===== src/rtl/cgrm_pkg.sv =====
`timescale 1ns / 1ps
// ----------------------------------------------------------------------------
// cgrm_pkg
// Shared widths, codes and control types for the calibrated gas ratio meter.
// ----------------------------------------------------------------------------
package cgrm_pkg;

  localparam int WINDOW   = 5;
  localparam int SAMPLE_W = 16;
  localparam int CMD_W    = 2;
  localparam int REF_W    = 10;
  localparam int CAL_W    = 16;
  localparam int PCT_W    = 16;
  localparam int LVL_W    = 16;

  localparam logic [REF_W-1:0] REF_RESET = 10'd209;

  localparam int SUM_W  = $clog2(WINDOW) + SAMPLE_W;
  localparam int MAG_W  = SUM_W;
  localparam int CNT_W  = $clog2(WINDOW + 1);
  localparam int SLOT_W = (WINDOW > 1) ? $clog2(WINDOW) : 1;
  localparam int MREF_W = MAG_W + REF_W;
  localparam int NUM_W  = MREF_W + 4;
  localparam int DEN_W  = CNT_W + CAL_W;
  localparam int SAT_W  = (NUM_W > DEN_W + PCT_W) ? NUM_W : DEN_W + PCT_W;
  localparam int STEP_W = $clog2(NUM_W + 1);
  localparam int LOW_W  = SUM_W + 6;

  // 0.05 mV at 1/128 mV per code is 6.4 codes: 5*|sum| < 32*count
  localparam int LOW_MAG_MUL = 5;
  localparam int LOW_CNT_MUL = 32;
  localparam int PCT_SCALE   = 10;

  typedef enum logic [CMD_W-1:0] {
    CMD_MEASURE   = 2'd0,
    CMD_CALIBRATE = 2'd1,
    CMD_LOAD      = 2'd2
  } cmd_code_t;

  typedef enum logic [3:0] {
    S_IDLE,
    S_UPDATE,
    S_LVL_LOAD,
    S_LVL_RUN,
    S_CAL,
    S_PROD,
    S_CHECK,
    S_PCT_RUN,
    S_DONE
  } state_t;

  typedef struct packed {
    logic capture;
    logic update;
    logic lvl_start;
    logic lvl_take;
    logic cal_step;
    logic prod_step;
    logic pct_check;
    logic pct_take;
    logic out_load;
  } ctrl_cmd_t;

  typedef struct packed {
    logic div_busy;
    logic lvl_div;
    logic pct_div;
  } dp_sts_t;

endpackage


===== src/rtl/cgrm_div.sv =====
`timescale 1ns / 1ps
// ----------------------------------------------------------------------------
// cgrm_div
// Bit-serial restoring divider, one quotient bit per cycle, preloadable
// partial remainder and step count.
// ----------------------------------------------------------------------------
module cgrm_div (
  input  logic                          clk,
  input  logic                          rst_n,
  input  logic                          ld,
  input  logic [cgrm_pkg::NUM_W-1:0]    dvd_in,
  input  logic [cgrm_pkg::DEN_W-1:0]    rem_in,
  input  logic [cgrm_pkg::DEN_W-1:0]    dsr_in,
  input  logic [cgrm_pkg::STEP_W-1:0]   steps,
  output logic                          busy,
  output logic [cgrm_pkg::NUM_W-1:0]    quo
);

  logic [cgrm_pkg::NUM_W-1:0]  dvd_r, dvd_nxt;
  logic [cgrm_pkg::DEN_W-1:0]  rem_r, rem_nxt;
  logic [cgrm_pkg::DEN_W-1:0]  dsr_r;
  logic [cgrm_pkg::STEP_W-1:0] cnt_r, cnt_nxt;
  logic                        busy_r, busy_nxt;
  logic [cgrm_pkg::DEN_W:0]    rem_sh;
  logic [cgrm_pkg::DEN_W:0]    rem_sub;
  logic                        ge;

  assign rem_sh  = {rem_r, dvd_r[cgrm_pkg::NUM_W-1]};
  assign rem_sub = rem_sh - {1'b0, dsr_r};
  assign ge      = (rem_sh >= {1'b0, dsr_r});

  always_comb begin
    dvd_nxt  = dvd_r;
    rem_nxt  = rem_r;
    cnt_nxt  = cnt_r;
    busy_nxt = busy_r;
    if (ld) begin
      dvd_nxt  = dvd_in;
      rem_nxt  = rem_in;
      cnt_nxt  = steps;
      busy_nxt = 1'b1;
    end else if (busy_r) begin
      dvd_nxt  = {dvd_r[cgrm_pkg::NUM_W-2:0], ge};
      rem_nxt  = ge ? rem_sub[cgrm_pkg::DEN_W-1:0] : rem_sh[cgrm_pkg::DEN_W-1:0];
      cnt_nxt  = cnt_r - 1'b1;
      busy_nxt = (cnt_r != cgrm_pkg::STEP_W'(1));
    end
  end

  always_ff @(posedge clk) begin
    if (!rst_n) begin
      cnt_r  <= '0;
      busy_r <= 1'b0;
    end else begin
      cnt_r  <= cnt_nxt;
      busy_r <= busy_nxt;
    end
  end

  always_ff @(posedge clk) begin
    dvd_r <= dvd_nxt;
    rem_r <= rem_nxt;
    if (ld) begin
      dsr_r <= dsr_in;
    end
  end

  assign busy = busy_r;
  assign quo  = dvd_r;

endmodule


===== src/rtl/cgrm_dp.sv =====
`timescale 1ns / 1ps
// ----------------------------------------------------------------------------
// cgrm_dp
// Datapath: sample window and running sum, calibration, products, shared
// divider and result registers.
// ----------------------------------------------------------------------------
module cgrm_dp (
  input  logic                            clk,
  input  logic                            rst_n,
  input  cgrm_pkg::ctrl_cmd_t             cmd,
  output cgrm_pkg::dp_sts_t               sts,
  input  logic [cgrm_pkg::CMD_W-1:0]      in_cmd,
  input  logic [cgrm_pkg::SAMPLE_W-1:0]   in_sample,
  input  logic                            cfg_wr_en,
  input  logic [cgrm_pkg::REF_W-1:0]      cfg_wr_data,
  output logic [cgrm_pkg::PCT_W-1:0]      out_pct,
  output logic [cgrm_pkg::LVL_W-1:0]      out_lvl,
  output logic                            out_low,
  output logic                            out_uncal,
  output logic                            out_clip
);

  logic [cgrm_pkg::REF_W-1:0]           ref_r;
  logic [cgrm_pkg::CMD_W-1:0]           cmd_r;
  logic signed [cgrm_pkg::SAMPLE_W-1:0] smp_r;
  logic signed [cgrm_pkg::SAMPLE_W-1:0] win_r [cgrm_pkg::WINDOW];
  logic [cgrm_pkg::SLOT_W-1:0]          slot_r, slot_nxt;
  logic [cgrm_pkg::CNT_W-1:0]           cnt_r, cnt_nxt;
  logic signed [cgrm_pkg::SUM_W-1:0]    sum_r, sum_nxt;
  logic [cgrm_pkg::CAL_W-1:0]           cal_r, cal_nxt;
  logic [cgrm_pkg::MAG_W-1:0]           mag_r, mag_nxt;
  logic [cgrm_pkg::LVL_W-1:0]           lvl_r;
  logic [cgrm_pkg::MREF_W-1:0]          mref_r;
  logic [cgrm_pkg::NUM_W-1:0]           num_r;
  logic [cgrm_pkg::DEN_W-1:0]           den_r;
  logic [cgrm_pkg::PCT_W-1:0]           pct_r;
  logic                                 low_r;
  logic                                 clip_r;
  logic [cgrm_pkg::PCT_W-1:0]           out_pct_r;
  logic [cgrm_pkg::LVL_W-1:0]           out_lvl_r;
  logic                                 out_low_r;
  logic                                 out_uncal_r;
  logic                                 out_clip_r;

  logic signed [cgrm_pkg::SAMPLE_W-1:0] old_smp;
  logic [cgrm_pkg::CAL_W-1:0]           smp_abs;
  logic                                 cnt_full;
  logic                                 sat;
  logic                                 div_ld;
  logic [cgrm_pkg::NUM_W-1:0]           div_dvd;
  logic [cgrm_pkg::DEN_W-1:0]           div_rem;
  logic [cgrm_pkg::DEN_W-1:0]           div_dsr;
  logic [cgrm_pkg::STEP_W-1:0]          div_steps;
  logic                                 div_busy;
  logic [cgrm_pkg::NUM_W-1:0]           div_quo;

  assign cnt_full = (cnt_r == cgrm_pkg::CNT_W'(cgrm_pkg::WINDOW));
  assign old_smp  = cnt_full ? win_r[slot_r] : '0;
  assign smp_abs  = smp_r[cgrm_pkg::SAMPLE_W-1] ? cgrm_pkg::CAL_W'(-smp_r)
                                                 : cgrm_pkg::CAL_W'(smp_r);
  assign mag_nxt  = sum_r[cgrm_pkg::SUM_W-1] ? cgrm_pkg::MAG_W'(unsigned'(-sum_r))
                                              : cgrm_pkg::MAG_W'(unsigned'(sum_r));
  assign sat      = (cgrm_pkg::SAT_W'(num_r) >=
                     cgrm_pkg::SAT_W'({den_r, {cgrm_pkg::PCT_W{1'b0}}}));

  assign sts.div_busy = div_busy;
  assign sts.lvl_div  = (cnt_r != '0);
  assign sts.pct_div  = (den_r != '0) && !sat;

  // window and calibration update
  always_comb begin
    slot_nxt = slot_r;
    cnt_nxt  = cnt_r;
    sum_nxt  = sum_r;
    cal_nxt  = cal_r;
    if (cmd.update) begin
      if (cmd_r == cgrm_pkg::CMD_LOAD) begin
        cal_nxt = smp_abs;
      end else begin
        sum_nxt  = sum_r - cgrm_pkg::SUM_W'(old_smp) + cgrm_pkg::SUM_W'(smp_r);
        slot_nxt = (slot_r == cgrm_pkg::SLOT_W'(cgrm_pkg::WINDOW - 1)) ? '0
                                                                       : slot_r + 1'b1;
        cnt_nxt  = cnt_full ? cnt_r : cnt_r + 1'b1;
      end
    end else if (cmd.cal_step && (cmd_r == cgrm_pkg::CMD_CALIBRATE)) begin
      cal_nxt = lvl_r;
    end
  end

  always_ff @(posedge clk) begin
    if (!rst_n) begin
      ref_r  <= cgrm_pkg::REF_RESET;
      slot_r <= '0;
      cnt_r  <= '0;
      sum_r  <= '0;
      cal_r  <= '0;
    end else begin
      if (cfg_wr_en) begin
        ref_r <= cfg_wr_data;
      end
      slot_r <= slot_nxt;
      cnt_r  <= cnt_nxt;
      sum_r  <= sum_nxt;
      cal_r  <= cal_nxt;
    end
  end

  // entries past the fill count are never read
  always_ff @(posedge clk) begin
    if (cmd.update && (cmd_r != cgrm_pkg::CMD_LOAD)) begin
      win_r[slot_r] <= smp_r;
    end
  end

  // shared divider: level = |sum|/count, percent = num/den with num < den<<16
  always_comb begin
    div_ld    = 1'b0;
    div_dvd   = cgrm_pkg::NUM_W'(mag_nxt) << (cgrm_pkg::NUM_W - cgrm_pkg::MAG_W);
    div_rem   = '0;
    div_dsr   = cgrm_pkg::DEN_W'(cnt_r);
    div_steps = cgrm_pkg::STEP_W'(cgrm_pkg::MAG_W);
    if (cmd.lvl_start) begin
      div_ld = sts.lvl_div;
    end else if (cmd.pct_check) begin
      div_ld    = sts.pct_div;
      div_dvd   = num_r << (cgrm_pkg::NUM_W - cgrm_pkg::PCT_W);
      div_rem   = cgrm_pkg::DEN_W'(num_r >> cgrm_pkg::PCT_W);
      div_dsr   = den_r;
      div_steps = cgrm_pkg::STEP_W'(cgrm_pkg::PCT_W);
    end
  end

  cgrm_div u_div (
    .clk    (clk),
    .rst_n  (rst_n),
    .ld     (div_ld),
    .dvd_in (div_dvd),
    .rem_in (div_rem),
    .dsr_in (div_dsr),
    .steps  (div_steps),
    .busy   (div_busy),
    .quo    (div_quo)
  );

  always_ff @(posedge clk) begin
    if (cmd.capture) begin
      cmd_r <= in_cmd;
      smp_r <= in_sample;
    end
    if (cmd.lvl_start) begin
      mag_r <= mag_nxt;
      lvl_r <= '0;
    end
    if (cmd.lvl_take) begin
      lvl_r <= div_quo[cgrm_pkg::LVL_W-1:0];
    end
    if (cmd.cal_step) begin
      mref_r <= cgrm_pkg::MREF_W'(mag_r) * cgrm_pkg::MREF_W'(ref_r);
      low_r  <= (cgrm_pkg::LOW_W'(mag_r) * cgrm_pkg::LOW_W'(cgrm_pkg::LOW_MAG_MUL)) <
                (cgrm_pkg::LOW_W'(cnt_r) * cgrm_pkg::LOW_W'(cgrm_pkg::LOW_CNT_MUL));
    end
    if (cmd.prod_step) begin
      num_r <= cgrm_pkg::NUM_W'(mref_r) * cgrm_pkg::NUM_W'(cgrm_pkg::PCT_SCALE);
      den_r <= cgrm_pkg::DEN_W'(cnt_r) * cgrm_pkg::DEN_W'(cal_r);
    end
    if (cmd.pct_check) begin
      pct_r  <= sat ? '1 : '0;
      clip_r <= sat && (den_r != '0);
    end
    if (cmd.pct_take) begin
      pct_r <= div_quo[cgrm_pkg::PCT_W-1:0];
    end
    if (cmd.out_load) begin
      out_pct_r   <= (den_r != '0) ? pct_r : '0;
      out_lvl_r   <= lvl_r;
      out_low_r   <= low_r;
      out_uncal_r <= (cal_r == '0);
      out_clip_r  <= clip_r;
    end
  end

  assign out_pct   = out_pct_r;
  assign out_lvl   = out_lvl_r;
  assign out_low   = out_low_r;
  assign out_uncal = out_uncal_r;
  assign out_clip  = out_clip_r;

endmodule


===== src/rtl/cgrm_ctrl.sv =====
`timescale 1ns / 1ps
// ----------------------------------------------------------------------------
// cgrm_ctrl
// Sequencer: one item through update, up to two divisions and result load.
// ----------------------------------------------------------------------------
module cgrm_ctrl (
  input  logic                 clk,
  input  logic                 rst_n,
  input  logic                 in_tvalid,
  output logic                 in_tready,
  output logic                 out_tvalid,
  input  logic                 out_tready,
  input  cgrm_pkg::dp_sts_t    sts,
  output cgrm_pkg::ctrl_cmd_t  cmd
);

  cgrm_pkg::state_t state_r, state_nxt;
  logic             ovalid_r, ovalid_nxt;

  always_ff @(posedge clk) begin
    if (!rst_n) begin
      state_r  <= cgrm_pkg::S_IDLE;
      ovalid_r <= 1'b0;
    end else begin
      state_r  <= state_nxt;
      ovalid_r <= ovalid_nxt;
    end
  end

  always_comb begin
    state_nxt = state_r;
    cmd       = '0;
    unique case (state_r)
      cgrm_pkg::S_IDLE: begin
        if (in_tvalid) begin
          cmd.capture = 1'b1;
          state_nxt   = cgrm_pkg::S_UPDATE;
        end
      end
      cgrm_pkg::S_UPDATE: begin
        cmd.update = 1'b1;
        state_nxt  = cgrm_pkg::S_LVL_LOAD;
      end
      cgrm_pkg::S_LVL_LOAD: begin
        cmd.lvl_start = 1'b1;
        state_nxt     = sts.lvl_div ? cgrm_pkg::S_LVL_RUN : cgrm_pkg::S_CAL;
      end
      cgrm_pkg::S_LVL_RUN: begin
        if (!sts.div_busy) begin
          cmd.lvl_take = 1'b1;
          state_nxt    = cgrm_pkg::S_CAL;
        end
      end
      cgrm_pkg::S_CAL: begin
        cmd.cal_step = 1'b1;
        state_nxt    = cgrm_pkg::S_PROD;
      end
      cgrm_pkg::S_PROD: begin
        cmd.prod_step = 1'b1;
        state_nxt     = cgrm_pkg::S_CHECK;
      end
      cgrm_pkg::S_CHECK: begin
        cmd.pct_check = 1'b1;
        state_nxt     = sts.pct_div ? cgrm_pkg::S_PCT_RUN : cgrm_pkg::S_DONE;
      end
      cgrm_pkg::S_PCT_RUN: begin
        if (!sts.div_busy) begin
          cmd.pct_take = 1'b1;
          state_nxt    = cgrm_pkg::S_DONE;
        end
      end
      cgrm_pkg::S_DONE: begin
        if (!ovalid_r || out_tready) begin
          cmd.out_load = 1'b1;
          state_nxt    = cgrm_pkg::S_IDLE;
        end
      end
      default: begin
        state_nxt = cgrm_pkg::S_IDLE;
      end
    endcase
  end

  always_comb begin
    ovalid_nxt = ovalid_r;
    if (cmd.out_load) begin
      ovalid_nxt = 1'b1;
    end else if (out_tready) begin
      ovalid_nxt = 1'b0;
    end
  end

  assign in_tready  = (state_r == cgrm_pkg::S_IDLE);
  assign out_tvalid = ovalid_r;

endmodule


===== src/rtl/calibrated_gas_ratio_meter.sv =====
`timescale 1ns / 1ps
// ----------------------------------------------------------------------------
// calibrated_gas_ratio_meter
// Moving-average gas ratio meter with capture/load calibration.
// ----------------------------------------------------------------------------
// One item in flight at a time. The shared bit-serial divider runs 19 steps
// for the average level and 16 steps for the percentage. With an empty window
// the level division is skipped; with an empty window, no calibration or a
// clipped percentage the percentage division is skipped. A finished result
// sits in the output register while the next item is accepted; the sequencer
// waits in its last state only if that register is still full and not taken.
module calibrated_gas_ratio_meter (
  input  logic        clk,
  input  logic        rst_n,
  input  logic        in_tvalid,
  output logic        in_tready,
  input  logic [15:0] in_tdata,   // [15:0] sample
  input  logic [1:0]  in_tuser,   // [1:0] command
  output logic        out_tvalid,
  input  logic        out_tready,
  output logic [31:0] out_tdata,  // [15:0] percent_x100, [31:16] level_code
  output logic [2:0]  out_tuser,  // [0] low_signal, [1] uncalibrated, [2] clipped
  input  logic        cfg_wr_en,
  input  logic [9:0]  cfg_wr_data // reference_percent_x10
);

  cgrm_pkg::ctrl_cmd_t          cmd;
  cgrm_pkg::dp_sts_t            sts;
  logic [cgrm_pkg::PCT_W-1:0]   pct;
  logic [cgrm_pkg::LVL_W-1:0]   lvl;
  logic                         low;
  logic                         uncal;
  logic                         clip;

  cgrm_ctrl u_ctrl (
    .clk        (clk),
    .rst_n      (rst_n),
    .in_tvalid  (in_tvalid),
    .in_tready  (in_tready),
    .out_tvalid (out_tvalid),
    .out_tready (out_tready),
    .sts        (sts),
    .cmd        (cmd)
  );

  cgrm_dp u_dp (
    .clk         (clk),
    .rst_n       (rst_n),
    .cmd         (cmd),
    .sts         (sts),
    .in_cmd      (in_tuser),
    .in_sample   (in_tdata),
    .cfg_wr_en   (cfg_wr_en),
    .cfg_wr_data (cfg_wr_data),
    .out_pct     (pct),
    .out_lvl     (lvl),
    .out_low     (low),
    .out_uncal   (uncal),
    .out_clip    (clip)
  );

  assign out_tdata = {lvl, pct};
  assign out_tuser = {clip, uncal, low};

`ifndef SYNTHESIS
  a_busy_after_accept: assert property (@(posedge clk) disable iff (!rst_n)
    (in_tvalid && in_tready) |=> !in_tready)
    else $error("input accepted while an item is in work");

  a_uncal_zero_pct: assert property (@(posedge clk) disable iff (!rst_n)
    (out_tvalid && out_tuser[1]) |-> (out_tdata[15:0] == 16'd0 && !out_tuser[2]))
    else $error("nonzero percentage without calibration");

  a_clip_full_scale: assert property (@(posedge clk) disable iff (!rst_n)
    (out_tvalid && out_tuser[2]) |-> (out_tdata[15:0] == 16'hFFFF))
    else $error("clipped result not at full scale");

  a_level_range: assert property (@(posedge clk) disable iff (!rst_n)
    out_tvalid |-> (out_tdata[31:16] <= 16'd32768))
    else $error("level above sample range");
`endif

endmodule

===== config.mk =====
export PLATFORM = sky130hd
export DESIGN_NAME = calibrated_gas_ratio_meter
export DESIGN_NICKNAME = d
export VERILOG_FILES = /design/src/rtl/cgrm_pkg.sv /design/src/rtl/cgrm_div.sv /design/src/rtl/cgrm_dp.sv /design/src/rtl/cgrm_ctrl.sv /design/src/rtl/calibrated_gas_ratio_meter.sv
export SDC_FILE = /design/constraint.sdc
export NUM_CORES = 1
export LEC_CHECK = 0
export BUFFER_PORTS_ARGS = -buffer_cell sky130_fd_sc_hd__buf_2
export CAP_MARGIN = 5
export CORE_ASPECT_RATIO = 1.25
export CORE_MARGIN = 5
export CORE_UTILIZATION = 54
export CTS_CLUSTER_SIZE = 20
export DETAILED_ROUTE_END_ITERATION = 10
export PLACE_DENSITY_LB_ADDON = 0.15
export SETUP_SLACK_MARGIN = 0.5
export SLEW_MARGIN = 10
export SYNTH_ARGS = -nofsm -noshare
export SYNTH_HDL_FRONTEND = slang
export SYNTH_HIERARCHICAL = 1
export SYNTH_SLANG_ARGS = --single-unit

===== constraint.sdc =====
create_clock -name clk -period 6.4 [get_ports clk]
set_input_delay 0.96 -clock clk [delete_from_list [all_inputs] [get_ports clk]]
set_output_delay 0.96 -clock clk [all_outputs]
set_load 0.005 [all_outputs]

==> impl_metrics.py <==
metrics = {
    "placed_design": {
        "gp_congestion": 0.883,
        "dp_cells": 3453,
        "portBuffers": 69,
        "hpwlAfterDp_um": 49900,
    },
    "critical_path": {
        "r2r_slack_ns": 0.65,
        "cp_common_cell": "fa_1",
        "path_cells": "and2_1 > fa_1 > fa_1 > fa_1 > fa_1 > inv_1 > fa_1 > inv_1 > ha_4 > a21oi_2 > o211ai_1 > a221oi_4 > o21ai_2 > o41ai_4 > o2111ai_1 > a21o_1 > a311oi_2 > xnor2_1",
        "required_ns": 6.72,
        "worstSetupEndpointType": "flop",
        "crit_type": "flop to flop",
        "crit_fanout": 6,
        "start_kind": "flop",
        "critPathMaxStageDelay_ns": 0.58,
        "crit_path_top_delay_cell": "fa_1",
        "cp.arrival_ns": 6.07,
    },
    "global_route": {
        "grt_use_total": 0.231,
        "antenna_found_initial": 1,
        "grt_overflow": 0,
        "grt_pass1_wl_um": 109000,
        "grt_pass1_vias": 20900,
        "grt_max_degree": 65,
    },
    "finish": {
        "nets": 3307,
        "final_cell_mix": "337 x edfxtp_1, 316 x inv_1, 311 x nand2_1",
        "syn_to_final_growth_pct": 11.1,
        "nFillCells": 4327,
        "fin_cells": 3578,
        "diodes": 0,
        "layout_commonest_cell": "edfxtp_1",
        "drive_gt1_frac": 0.123,
    },
    "routing": {
        "top_layer_used": "met5",
        "drt-initial-drc-count": 1359,
        "antenna_left": 0,
        "vias_per_cell": 5.61,
        "num_vias": 20100,
        "met1Wirelength_um": 28100,
        "drcViolationCount": 0,
        "route.met2.wl_um": 33500,
        "dr.pass1.iters": 5,
        "wl_per_cell_um": 18.6,
        "wirelength_um": 66700,
        "met3_length_um": 3500,
    },
    "floorplanning": {
        "start_util": 0.548,
        "dieHeight_um": 269,
        "die-width_um": 217,
        "io_pins": 70,
        "rows": 94,
        "core-area_um2": 52800,
        "die_area_um2": 58300,
    },
    "synthesis": {
        "synth-seq-cells": 403,
        "synth_top_family_by_area": "adder cells",
        "synth_fa_ha_area_frac": 0.219,
        "ys_async_sr_fraction": 0,
        "synth_mux_area_frac": 0.0396,
        "synthSimpleGateAreaFrac": 0.149,
        "avgSynthCellArea_um2": 10.4,
        "synth_ff_type": "edfxtp_1",
        "synth_cell_types": 99,
        "ys_seq_area_frac": 0.395,
        "synth_edf_count": 337,
        "synth_compound_area_frac": 0.0995,
        "synth_warnings": 6,
        "synth_cells": 2770,
        "synth.cell_area_um2": 28900,
        "synth_xor_area_frac": 0.0390,
    },
    "sta": {
        "drv_slew": 0,
        "finalCriticalPeriod_ns": 5.75,
        "setup_violations": 0,
        "tightest_slew_ns": 1.19,
        "hold_viol": 0,
        "holdWs_ns": 0.424,
        "max_freq_mhz": 174,
        "rsz0062_at_grt": "yes",
        "skew_ns": 0.0332,
        "max-slew-margin-rel": 0.209,
        "fin_tns_setup_ns": 0,
        "period_share": 0.899,
    },
    "clock_tree": {
        "ctsHoldBuffers": 0,
        "cts_tree": "built",
        "clkTransAtPathRegs_ns": 0.06,
        "htreeDepth": 2,
        "cts_buffer_depth": 3,
        "cts_root_buf": "clkbuf_16",
        "numCtsBuffers": 44,
        "worstSkewPairLatency_ns": 0.60,
        "clock_sinks": 403,
    },
    "power": {
        "peakVddDrop_mv": 0.266,
        "power.leakage_nw": 13.7,
        "power_density_nw_per_um2": 322,
    },
    "min_path": {
        "min_path_type": "flop to flop",
    },
    "run_status": {
        "status": "finished, final reports clean",
    },
    "flow_run": {
        "drv_cap": 0,
    },
}
[logic make-up after synthesis]
group,count (synthesis)
simple gates,886
buf+inv,431
compound gates,425
fa+ha+maj,404
flops,403
xor+xnor,129
mux,90
other cells,2
[worst max-delay path, delay by kind of cell, from the launching register on]
family | cells | cell delay [ns]
compound gates | 8 | 1.65
fa+ha+maj | 6 | 2.91
simple gates | 1 | 0.22
buf+inv | 2 | 0.14
flops | 1 | 0.48
xor+xnor | 1 | 0.10
[through the flow]
step / power [mW] / util / cell area [um^2] / worst slack, ns
finish: 10.4 / 0.609 / 32100 / 0.647
CTS: 9.99 / 0.604 / 31900 / 0.501
global route: 11.1 / 0.609 / 32100 / 0.425
floorplan: 6.63 / - / 29000 / 0.512
global placement: 7.14 / 0.569 / 30000 / 0.318
detailed placement: 7.22 / 0.569 / 30000 / 0.178
[state kept, by name, indices dropped and copies added, names as in the netlist, 19 cells and up, named ones only]
register / count
u_dp/win_r: 80
u_dp/u_div/rem_r: 19
u_dp/mref_r: 29
u_dp/u_div/quo: 33
u_dp/u_div/dsr_r: 19
u_dp/mag_r: 19
u_dp/num_r: 32
u_dp/den_r: 19
u_dp/sum_r: 19
[where the power goes]
part / switching (mW) / internal (mW)
Combinational: 2.51 / 1.95
Sequential: 0.130 / 3.15
Clock: 1.07 / 1.53
Total: 3.71 / 6.64
[Yosys cell counts, types with 6 or more instances]
master	instances	area [um^2]
mux4_2	16	360
o21a_1	17	128
mux2_2	34	383
xor2_1	31	272
nor2_1	159	597
edfxtp_1	337	10100
inv_1	316	1190
nor3_1	40	200
nand3_1	43	215
a31oi_1	9	56.3
mux2i_1	39	390
a211oi_1	25	188
clkbuf_1	91	342
o31ai_1	12	90.1
nor4_1	19	119
o21ai_1	37	185
and2_1	161	1010
fa_1	169	3380
o41ai_1	7	61.3
buf_4	6	45.0
a21o_1	38	285
buf_6	6	67.6
nand2_1	315	1180
dfxtp_1	66	1320
o21bai_1	15	113
ha_1	235	2940
or3_1	11	68.8
xnor2_1	98	858
a21oi_1	123	616
nand2b_1	20	125
nor2b_1	55	344
a21oi_2	6	52.6
nand4_1	18	113
o21ai_0	53	265
and3_1	13	81.3
[area by class of cell]
cell class / instances / area [um^2] / share of cell area
Clock buffer: 53 / 1190 / 0.0369
Inverter: 318 / 1190 / 0.0371
Tap cell: 672 / 841 / 0.0262
Sequential cell: 403 / 11500 / 0.357
Timing Repair Buffer: 149 / 966 / 0.0301
Clock inverter: 29 / 314 / 0.00977
Multi-Input combinational cell: 1954 / 16200 / 0.503
[metal layers]
metal | up-vias | GRT usage
met4 | 2 | 0.0595
met5 | - | 0
met3 | 97 | 0.0385
li1 | 9651 | -
met1 | 9856 | 0.297
met2 | 455 | 0.411
[timing repair]
action	4_1_cts	5_1_grt
pin swaps	9	25
hold endpoints to repair	0	0
endpoints found under the setup margin	6	7
buffers inserted	37	6
gates resized for setup	15	45
[worst paths after layout]
kind | cells after the start | from | to
worst max register to register | 18 | u_dp/mag_r[7] | u_dp/mref_r[27]
worst min-delay path | 0 | u_dp/clip_r | u_dp/out_clip
worst min register to register | 0 | u_dp/clip_r | u_dp/out_clip
worst max-delay path | 18 | u_dp/mag_r[7] | u_dp/mref_r[27]
(Power assumes the default switching activity.)
